`src/rtl/dlq_pkg.sv`:
```
// ----------------------------------------------------------------------------
// dlq_pkg
// Shared sizes, codes and types of the delta-list timer queue.
// ----------------------------------------------------------------------------
package dlq_pkg;

  localparam int TIMER_SLOTS = 16;
  localparam int SLOT_W      = $clog2(TIMER_SLOTS);
  localparam int LINK_W      = $clog2(TIMER_SLOTS + 1);
  localparam int LINK_DEPTH  = TIMER_SLOTS + 1;

  // head sentinel sits past the last slot
  localparam logic [LINK_W-1:0] HEAD_IDX = LINK_W'(TIMER_SLOTS);

  // result status codes
  localparam logic [2:0] ST_QUEUED    = 3'd0;
  localparam logic [2:0] ST_INSTANT   = 3'd1;
  localparam logic [2:0] ST_INFINITE  = 3'd2;
  localparam logic [2:0] ST_CANCELLED = 3'd3;
  localparam logic [2:0] ST_INACTIVE  = 3'd4;

  // request kinds
  localparam logic CMD_SET    = 1'b0;
  localparam logic CMD_CANCEL = 1'b1;

  // write port of a link store
  typedef struct packed {
    logic              we;
    logic [LINK_W-1:0] addr;
    logic [LINK_W-1:0] data;
  } link_wr_t;

endpackage

```
`src/rtl/dlq_link_ram.sv`:
```
// ----------------------------------------------------------------------------
// dlq_link_ram
// Link store: one write and one registered read per cycle. Entries never
// written since reset read as the head sentinel.
// ----------------------------------------------------------------------------
module dlq_link_ram
  import dlq_pkg::*;
(
  input  logic              clk,
  input  logic              rst_n,
  input  link_wr_t          wr,
  input  logic [LINK_W-1:0] raddr,
  output logic [LINK_W-1:0] rdata
);

  logic [LINK_W-1:0]     mem [LINK_DEPTH];
  logic [LINK_DEPTH-1:0] valid_r;
  logic [LINK_W-1:0]     rdata_r;
  logic                  rsel_ok;

  assign rsel_ok = (raddr <= HEAD_IDX);

  // storage and read register
  always_ff @(posedge clk) begin
    if (wr.we && wr.addr <= HEAD_IDX) begin
      mem[wr.addr] <= wr.data;
    end
    if (rsel_ok && valid_r[raddr]) begin
      rdata_r <= mem[raddr];
    end else begin
      rdata_r <= HEAD_IDX;
    end
  end

  // per-entry valid bits
  always_ff @(posedge clk) begin
    if (!rst_n) begin
      valid_r <= '0;
    end else if (wr.we && wr.addr <= HEAD_IDX) begin
      valid_r[wr.addr] <= 1'b1;
    end
  end

  assign rdata = rdata_r;

endmodule

```
`config.mk`:
```
export PLATFORM = sky130hd
export DESIGN_NAME = dlq_link_ram
export DESIGN_NICKNAME = d
export VERILOG_FILES = /design/src/rtl/dlq_pkg.sv /design/src/rtl/dlq_link_ram.sv
export SDC_FILE = /design/constraint.sdc
export NUM_CORES = 1
export LEC_CHECK = 0
export BUFFER_PORTS_ARGS = -buffer_cell sky130_fd_sc_hd__buf_2
export CAP_MARGIN = 10
export CORE_ASPECT_RATIO = 1.25
export CORE_MARGIN = 3
export CORE_UTILIZATION = 35
export CTS_CLUSTER_SIZE = 12
export DETAILED_ROUTE_END_ITERATION = 7
export PLACE_DENSITY = 0.56
export SLEW_MARGIN = 20
export SYNTH_ARGS = -nofsm -noshare
export SYNTH_HDL_FRONTEND = slang
export SYNTH_SLANG_ARGS = --single-unit
export TNS_END_PERCENT = 50
```
`constraint.sdc`:
```
create_clock -name clk -period 5.1 [get_ports clk]
set_input_delay 1.275 -clock clk [delete_from_list [all_inputs] [get_ports clk]]
set_output_delay 1.275 -clock clk [all_outputs]
set_load 0.1 [all_outputs]
```
* Word-level counts from Yosys, hierarchy flattened
Memory sizes are Yosys's and may differ from the RTL's. A register that Yosys moved wholly into a read port is not among the register bits.
Index checks and enable logic that the tools add are counted.
** Word-level totals
- Bits in registers :: 17
- Bits in writable memories :: 85
- Input bits :: 18
- Output and inout port bits :: 5
- Logic and storage cells :: 18
- Memories kept :: 1
** Cells by class
- Order comparisons :: 5
- Muxes and demuxes :: 6
- Bitwise gates (word level) :: 1
- Reduce and logical (&&, ||, !) cells :: 4
** Memories
- mem :: depth 17, bits a word 5, rd ports 1, clocked after memory_dff 1, write ports 1, RTL line dlq_link_ram.sv:16 : logic [LINK_W-1:0] mem [LINK_DEPTH];
** Operators with widths (count)
- OR 17 bit :: 1
- less-than comparator 5 x 6 -> 1 bit, second input constant :: 2
- <= comparator 5 bit, second input constant :: 2
- binary-select mux 1 bit (select 5 bit) :: 1
- demux 1 bit (select 5 bit) :: 1
- greater-or-equal comparator 5 x 1 -> 1 bit, second input constant :: 1
- two-way mux 1 bit :: 4
- logical AND 1 bit :: 3
- logical NOT 1 bit :: 1

* Longest topological paths before layout
Gate-level depths: netlist of the first run.
- Depth in word-level cells :: 5
- Gate-level depth with buffers :: 7
- Gate-level depth less buffers :: 5

* Worst setup path before layout of the first run
OpenSTA, ideal clock, no wires.
- Kind :: input port to flip-flop
- From :: input port raddr[0]
- To :: register rdata_r[3], in the netlist rdata[3], read port of mem
- Arrival time :: 2444 ps
- Slack :: 2539 ps
- Stages :: 6
- Path buffers :: 2
- Path through :: buf_6 -> buf_12 -> mux4_2 -> a22oi_2 -> nand3_1 -> a22o_1
** On the way
- Cells in the longest elaborated chain, start to end :: 4
- Elaborated cells between the ends (all ways) :: 5
** RTL lines
- from (decl) :: RTL line dlq_link_ram.sv:12 : input logic [LINK_W-1:0] raddr,
- binary-select mux 1 bit (select 5 bit) :: RTL line dlq_link_ram.sv:28 : if (rsel_ok && valid_r[raddr]) begin
- two-way mux 1 bit (not written as such) :: RTL line dlq_link_ram.sv:28
- logical AND 1 bit :: RTL line dlq_link_ram.sv:28
- logical NOT 1 bit (no line)
- to (decl) :: RTL line dlq_link_ram.sv:18 : logic [LINK_W-1:0] rdata_r;
Several ways; a longest one is shown, not always the timed one. The select of a mux whose other input is x is not followed.
A chain may end at the register's enable or synchronous reset.

* Worst setup path in the final report of the first run
Same ends and word-level chain as after synthesis.

==> results of run 1 <==
==> metal layers <==
| layer | vias up | track usage (%) | part of all wire (%) | wire (µm) |
|---|---|---|---|---|
| li1 | 966 | - | - | - |
| met1 | 1054 | 18.7 | 46 | 3680 |
| met2 | 50 | 20.2 | 49 | 3910 |
| met3 | 9 | 2.46 | 3.9 | 314 |
| met4 | 0 | 5.95 | 1.7 | 137 |
| met5 | - | 0 | 0 | 0 |
==> worst max path at each step <==
stage	from	to	slack, ns	depth (start not counted)
after global placement	raddr[0]	rdata[2]	1.86	5
final	raddr[0]	rdata[3]	2.25	5
after CTS	raddr[0]	rdata[3]	2.22	5
after detailed placement	raddr[0]	rdata[3]	1.85	5
after global routing	raddr[0]	rdata[0]	2.11	5
after floorplan	raddr[0]	rdata[3]	2.54	6
==> cells in the mapped netlist, drive strengths merged <==
library cell	instances
mux2i	4
buf	8
nor2b	5
clkbuf	2
o21a	17
nor4b	1
edfxtp	85
nand3	10
nor3	5
a22oi	7
nand2	9
nor2	18
dfxtp	22
a32oi	1
a21oi	1
nand2b	2
mux4	22
a22o	4
inv	2
o22ai	1
and3	1
nand3b	2
==> cells by family after synthesis <==
group	Yosys count
AO/OA/AOI/OAI	31
AND/OR/NAND/NOR	53
multiplexers	26
flip-flops	107
buffers and inverters	12
==> state kept, by name (all words and copies together) (netlist names) <==
name and count:
mem 85, valid_r 17, rdata 5
==> power groups by stage <==
stage / clock network [mW] / logic [mW] / registers [mW]
2_1_floorplan: 0 / 0.0533 / 0.986
3_3_place_gp: 0 / 0.0969 / 0.974
3_5_place_dp: 0 / 0.0978 / 0.974
4_1_cts: 0.726 / 0.0980 / 0.955
5_1_grt: 0.771 / 0.105 / 0.955
6_report: 0.717 / 0.0964 / 0.955
==> layout make-up <==
class	instances	area [µm²]
repair buffers	22	110
clock inverters	6	80.1
fillers	1022	6650
flip-flops and latches	107	2990
clock buffers	10	229
well taps	135	169
inverters	2	7.51
multi-input cells	110	1060
==> through the flow <==
stage | area [µm²] | instances | power (mW) | utilization, %
after floorplan | 4140 | 229 | 1.04 | -
final | 4650 | 392 | 1.77 | 41.2
after detailed placement | 4340 | 376 | 1.07 | 38.4
after global routing | 4650 | 392 | 1.83 | 41.2
after global placement | 4340 | 376 | 1.07 | 38.4
after CTS | 4650 | 392 | 1.78 | 41.1
==> worst max-delay path, cell delays in order <==
cell and delay (ns):
buf_2 0.59, mux4_1 0.70, a22oi_2 0.18, nand3_1 0.11
a22o_1 0.20
==> flow_summary.json, run 1 <==
{
  "power_frac_comb_pct": 5.5,
  "layout_commonest_cell": "edfxtp_1",
  "p_sw_mw": 0.357,
  "io_pins": 23,
  "grt_pass1_vias": 2140,
  "ir_drop_v": 0.000174,
  "reg2reg_depth": 4,
  "arrival_ns": 3.09,
  "synth_area_per_cell_um2": 18.1,
  "setup_violations": 0,
  "synth.area.mux_share_pct": 13.7,
  "synth_cells": 229,
  "p_leak_nw": 1.54,
  "status": "complete, no violations",
  "min_to": "valid_r[13]",
  "r2r-end": "rdata[1]",
  "cts_buffer_depth": 2,
  "power_density_nw_per_um2": 380,
  "min_from": "valid_r[13]",
  "hp-class": "register to register",
  "die_h_um": 128,
  "drc": 0,
  "die_x_um": 103,
  "pwr-share-clk_pct": 40.6,
  "skew_ns": 0.00480,
  "ys_seq_area_share_pct": 72.4,
  "synth_area_leader_cell": "edfxtp_1",
  "via_per_inst": 5.30,
  "synth_area_leaders": "edfxtp_1 62%, dfxtp_1 11%, mux4_2 7.6%",
  "crit_required_ns": 5.34,
  "rsz0062_at_grt": "no",
  "hpwlAfterDp_um": 5410,
  "fin_ws_ns": 2.25,
  "ant_nets": 0,
  "drt-initial-drc-count": 144,
  "cts_tree": "done",
  "rows": 43,
  "cts_resized": 0,
  "drt-total-wl_um": 8040,
  "grt_max_degree": 28,
  "cap_viol_max_count": 0,
  "antenna_found_initial": 0,
  "via_count": 2079,
  "synth_seq_cells": 107,
  "crit_fanout": 23,
  "place_congestion": 0.741,
  "cp-start-kind": "input pin",
  "dr.pass1.iters": 4,
  "synth_xor_area_share_pct": 0,
  "ys.warnings.count": 0,
  "fin_nets": 270,
  "fin_crit_ns": 2.85,
  "synth_cell_types": 29,
  "switching_share_pct": 20.2,
  "endpoint_kind": "register",
  "design.core.area_um2": 11300,
  "syn_nets": 247,
  "postCtsSetupBuffers": 0,
  "pre_cts_slack_ns": 1.85,
  "clk_pin_slew_ns": 0.07,
  "clk_latency_ns": 0.34,
  "grt_pass1_wl_um": 12500,
  "whs_ns": 0.467,
  "hold_viol": 0,
  "die-area_um2": 13200,
  "period_share_pct": 55.8,
  "p_int_mw": 1.41,
  "max_freq_mhz": 351,
  "syn_to_final_growth_pct": 12.5,
  "syn-cell-area_um2": 4140,
  "cts_made_buffers": 9,
  "post_drt_wl_per_cell_um": 20.5,
  "numPortBuffers": 22,
  "drive_gt1_share_pct": 20.2,
  "slew_headroom_pct": 29.7,
  "synth-compound-area-share_pct": 5.81,
  "worstMarginPinSlew_ns": 1.05,
  "hold_path_depth": 1,
  "final_cell_mix": "85 x edfxtp_1, 22 x buf_2, 22 x dfxtp_1",
  "power_frac_seq_pct": 54.0,
  "drv_slew": 0,
  "htreeDepth": 3,
  "reg2reg_setup_slack_ns": 3.59,
  "synth_top_area_share_pct": 61.7,
  "finalSetupTns_ns": 0,
  "initial_core_util_pct": 36.6,
  "synth_top_family_by_area": "multiplexers",
  "grt_use_total_pct": 13.4,
  "worstSetupPathType": "input pin to register",
  "yosys.area_share.adder_pct": 0,
  "diodes": 0,
  "rr_startpoint": "mem[5][1]",
  "hold_buffers": 0,
  "grt_overflow": 0,
  "synthSimpleGateAreaFrac_pct": 6.11,
  "cts_root_buf": "clkbuf_16",
  "cts_sinks": 107
}
No activity file was read; power rests on OpenSTA's default activity.
==> inputs of run 2 (changes only) <==
==> constraint.sdc (replaced) <==
create_clock -name clk -period 2.8 [get_ports clk]
set_input_delay 0.7 -clock clk [delete_from_list [all_inputs] [get_ports clk]]
set_output_delay 0.7 -clock clk [all_outputs]
set_load 0.1 [all_outputs]
==> flow_summary.json, run 2 (same netlist as run 1, synthesis figures left out) <==
{
  "grt_pass1_wl_um": 12600,
  "cts_sinks": 107,
  "drv_slew": 0,
  "p_leak_nw": 1.59,
  "design.core.area_um2": 11300,
  "dr.pass1.iters": 4,
  "period_share_pct": 70.4,
  "grt_use_total_pct": 13.4,
  "largest_register_ffs": 85,
  "antenna_found_initial": 0,
  "cts_root_buf": "clkbuf_16",
  "die-area_um2": 13200,
  "hp-class": "register to register",
  "max_stage_delay_ns": 0.36,
  "skew_ns": 0.00541,
  "instances_no_fill": 403,
  "worstSetupPathType": "input pin to register",
  "crit_slowest_cell": "buf_2",
  "postCtsSetupBuffers": 0,
  "setup_violations": 0,
  "via_count": 2126,
  "crit_fanout": 15,
  "slew_headroom_pct": 59.0,
  "layout_commonest_cell": "edfxtp_1",
  "die_h_um": 128,
  "final_cell_mix": "85 x edfxtp_1, 22 x buf_2, 22 x dfxtp_1",
  "min_to": "valid_r[9]",
  "diodes": 0,
  "utilization_pct": 41.8,
  "endpoint_kind": "register",
  "hold_path_depth": 1,
  "drt-total-wl_um": 7910,
  "rr_startpoint": "mem[1][0]",
  "hold_viol": 0,
  "numPortBuffers": 22,
  "htreeDepth": 3,
  "r2r-end": "rdata[0]",
  "hold_buffers": 0,
  "die_x_um": 103,
  "min_from": "valid_r[9]",
  "cp-start-kind": "input pin",
  "cts_resized": 0,
  "grt_max_degree": 18,
  "nFillCells": 1036,
  "fin_crit_ns": 1.97,
  "crit_start": "raddr[1]",
  "drt-initial-drc-count": 121,
  "rsz0062_at_grt": "no",
  "arrival_ns": 2.17,
  "clk_latency_ns": 0.34,
  "max_freq_mhz": 507,
  "busiest_layer": "met2",
  "io_pins": 23,
  "drc": 0,
  "seqCellArea_um2": 2990,
  "ant_nets": 0,
  "syn_to_final_growth_pct": 14.1,
  "worst-path-buf-inv": 2,
  "whs_ns": 0.461,
  "p_int_mw": 2.48,
  "place_congestion": 0.746,
  "post_drt_wl_per_cell_um": 19.6,
  "rows": 43,
  "ir_drop_v": 0.000278,
  "grt_util_met3_pct": 3.22,
  "cts_buffer_depth": 2,
  "pwr-share-clk_pct": 38.5,
  "grt_util_met1_pct": 17.1,
  "grt_overflow": 0,
  "reg2reg_depth": 4,
  "crit_required_ns": 3.00,
  "drive_gt1_share_pct": 22.8,
  "finalSetupTns_ns": 0,
  "power_frac_seq_pct": 55.7,
  "clk_pin_slew_ns": 0.07,
  "hpwlAfterDp_um": 5630,
  "dp.cells": 387,
  "grt_util_met2_pct": 21.7,
  "switching_share_pct": 20.5,
  "cts_tree": "done",
  "status": "complete, no violations",
  "multi_input_area_um2": 1060,
  "power_frac_comb_pct": 5.8,
  "grt_pass1_vias": 2197,
  "p_sw_mw": 0.639,
  "fin_nets": 281,
  "cp_cell_sequence": "buf_2 > buf_4 > mux2i_1 > a22oi_1 > nand2_1 > o22ai_1 > a32oi_1",
  "reg2reg_setup_slack_ns": 1.25,
  "worstMarginPinSlew_ns": 0.612,
  "cap_viol_max_count": 0,
  "largest-register": "mem",
  "via_per_inst": 5.28,
  "initial_core_util_pct": 36.6,
  "power_density_nw_per_um2": 662,
  "cts_made_buffers": 9,
  "critPathTopFamily": "compound AO/OA/AOI/OAI gates"
}
==> run 2: cell count changes in the layout (fill, tap and decap cells not counted) <==
cell | previous run | this run
buf_12 | 0 | 1
buf_4 | 0 | 10
bufinv_16 | 2 | 1
clkinv_1 | 2 | 3
clkinv_2 | 1 | 0
clkinvlp_4 | 1 | 2
nor3_1 | 4 | 5
nor3_2 | 1 | 0
==> run 2: layer usage <==
layer | vias up | routed length (µm)
li1 | 986 | -
met1 | 1089 | 3480
met2 | 42 | 3990
met3 | 9 | 290
met4 | 0 | 148
met5 | - | 0
==> run 2: worst reg2reg max path: cells and delay by family, from the launching register on <==
family | cells | cell delay [ns]
multiplexers | 1 | 0.50
flip-flops | 1 | 0.35
AND/OR/NAND/NOR | 1 | 0.13
AO/OA/AOI/OAI | 2 | 0.46
==> run 2: how the worst max path moves through the flow <==
stage	to	slack (ns)	cells after the start
final	rdata[4]	0.83	7
after global routing	rdata[4]	0.63	6
after CTS	rdata[0]	0.83	6
after detailed placement	rdata[0]	0.47	6
after global placement	rdata[0]	0.48	6
after floorplan	rdata[3]	0.81	6
==> run 2: power groups by stage <==
stage / logic [mW] / clock network, mW / registers [mW]
2_1_floorplan: 0.0971 / 0 / 1.80
3_3_place_gp: 0.185 / 0 / 1.77
3_5_place_dp: 0.186 / 0 / 1.77
4_1_cts: 0.186 / 1.23 / 1.74
5_1_grt: 0.199 / 1.29 / 1.74
6_report: 0.183 / 1.20 / 1.74
==> run 2: stage by stage <==
step | power [mW] | instance area (µm²) | setup slack, ns
floorplan | 1.89 | 4140 | 0.814
global placement | 1.96 | 4430 | 0.479
detailed placement | 1.96 | 4430 | 0.469
CTS | 3.16 | 4720 | 0.831
global route | 3.23 | 4720 | 0.629
finish | 3.12 | 4720 | 0.828
==> run 2: final cells by class <==
type	instances	area share [%]
well taps	135	3.58
multi-input cells	110	22.4
repair buffers	33	4.35
inverters	2	0.159
flip-flops and latches	107	63.4
clock inverters	6	1.19
clock buffers	10	4.85
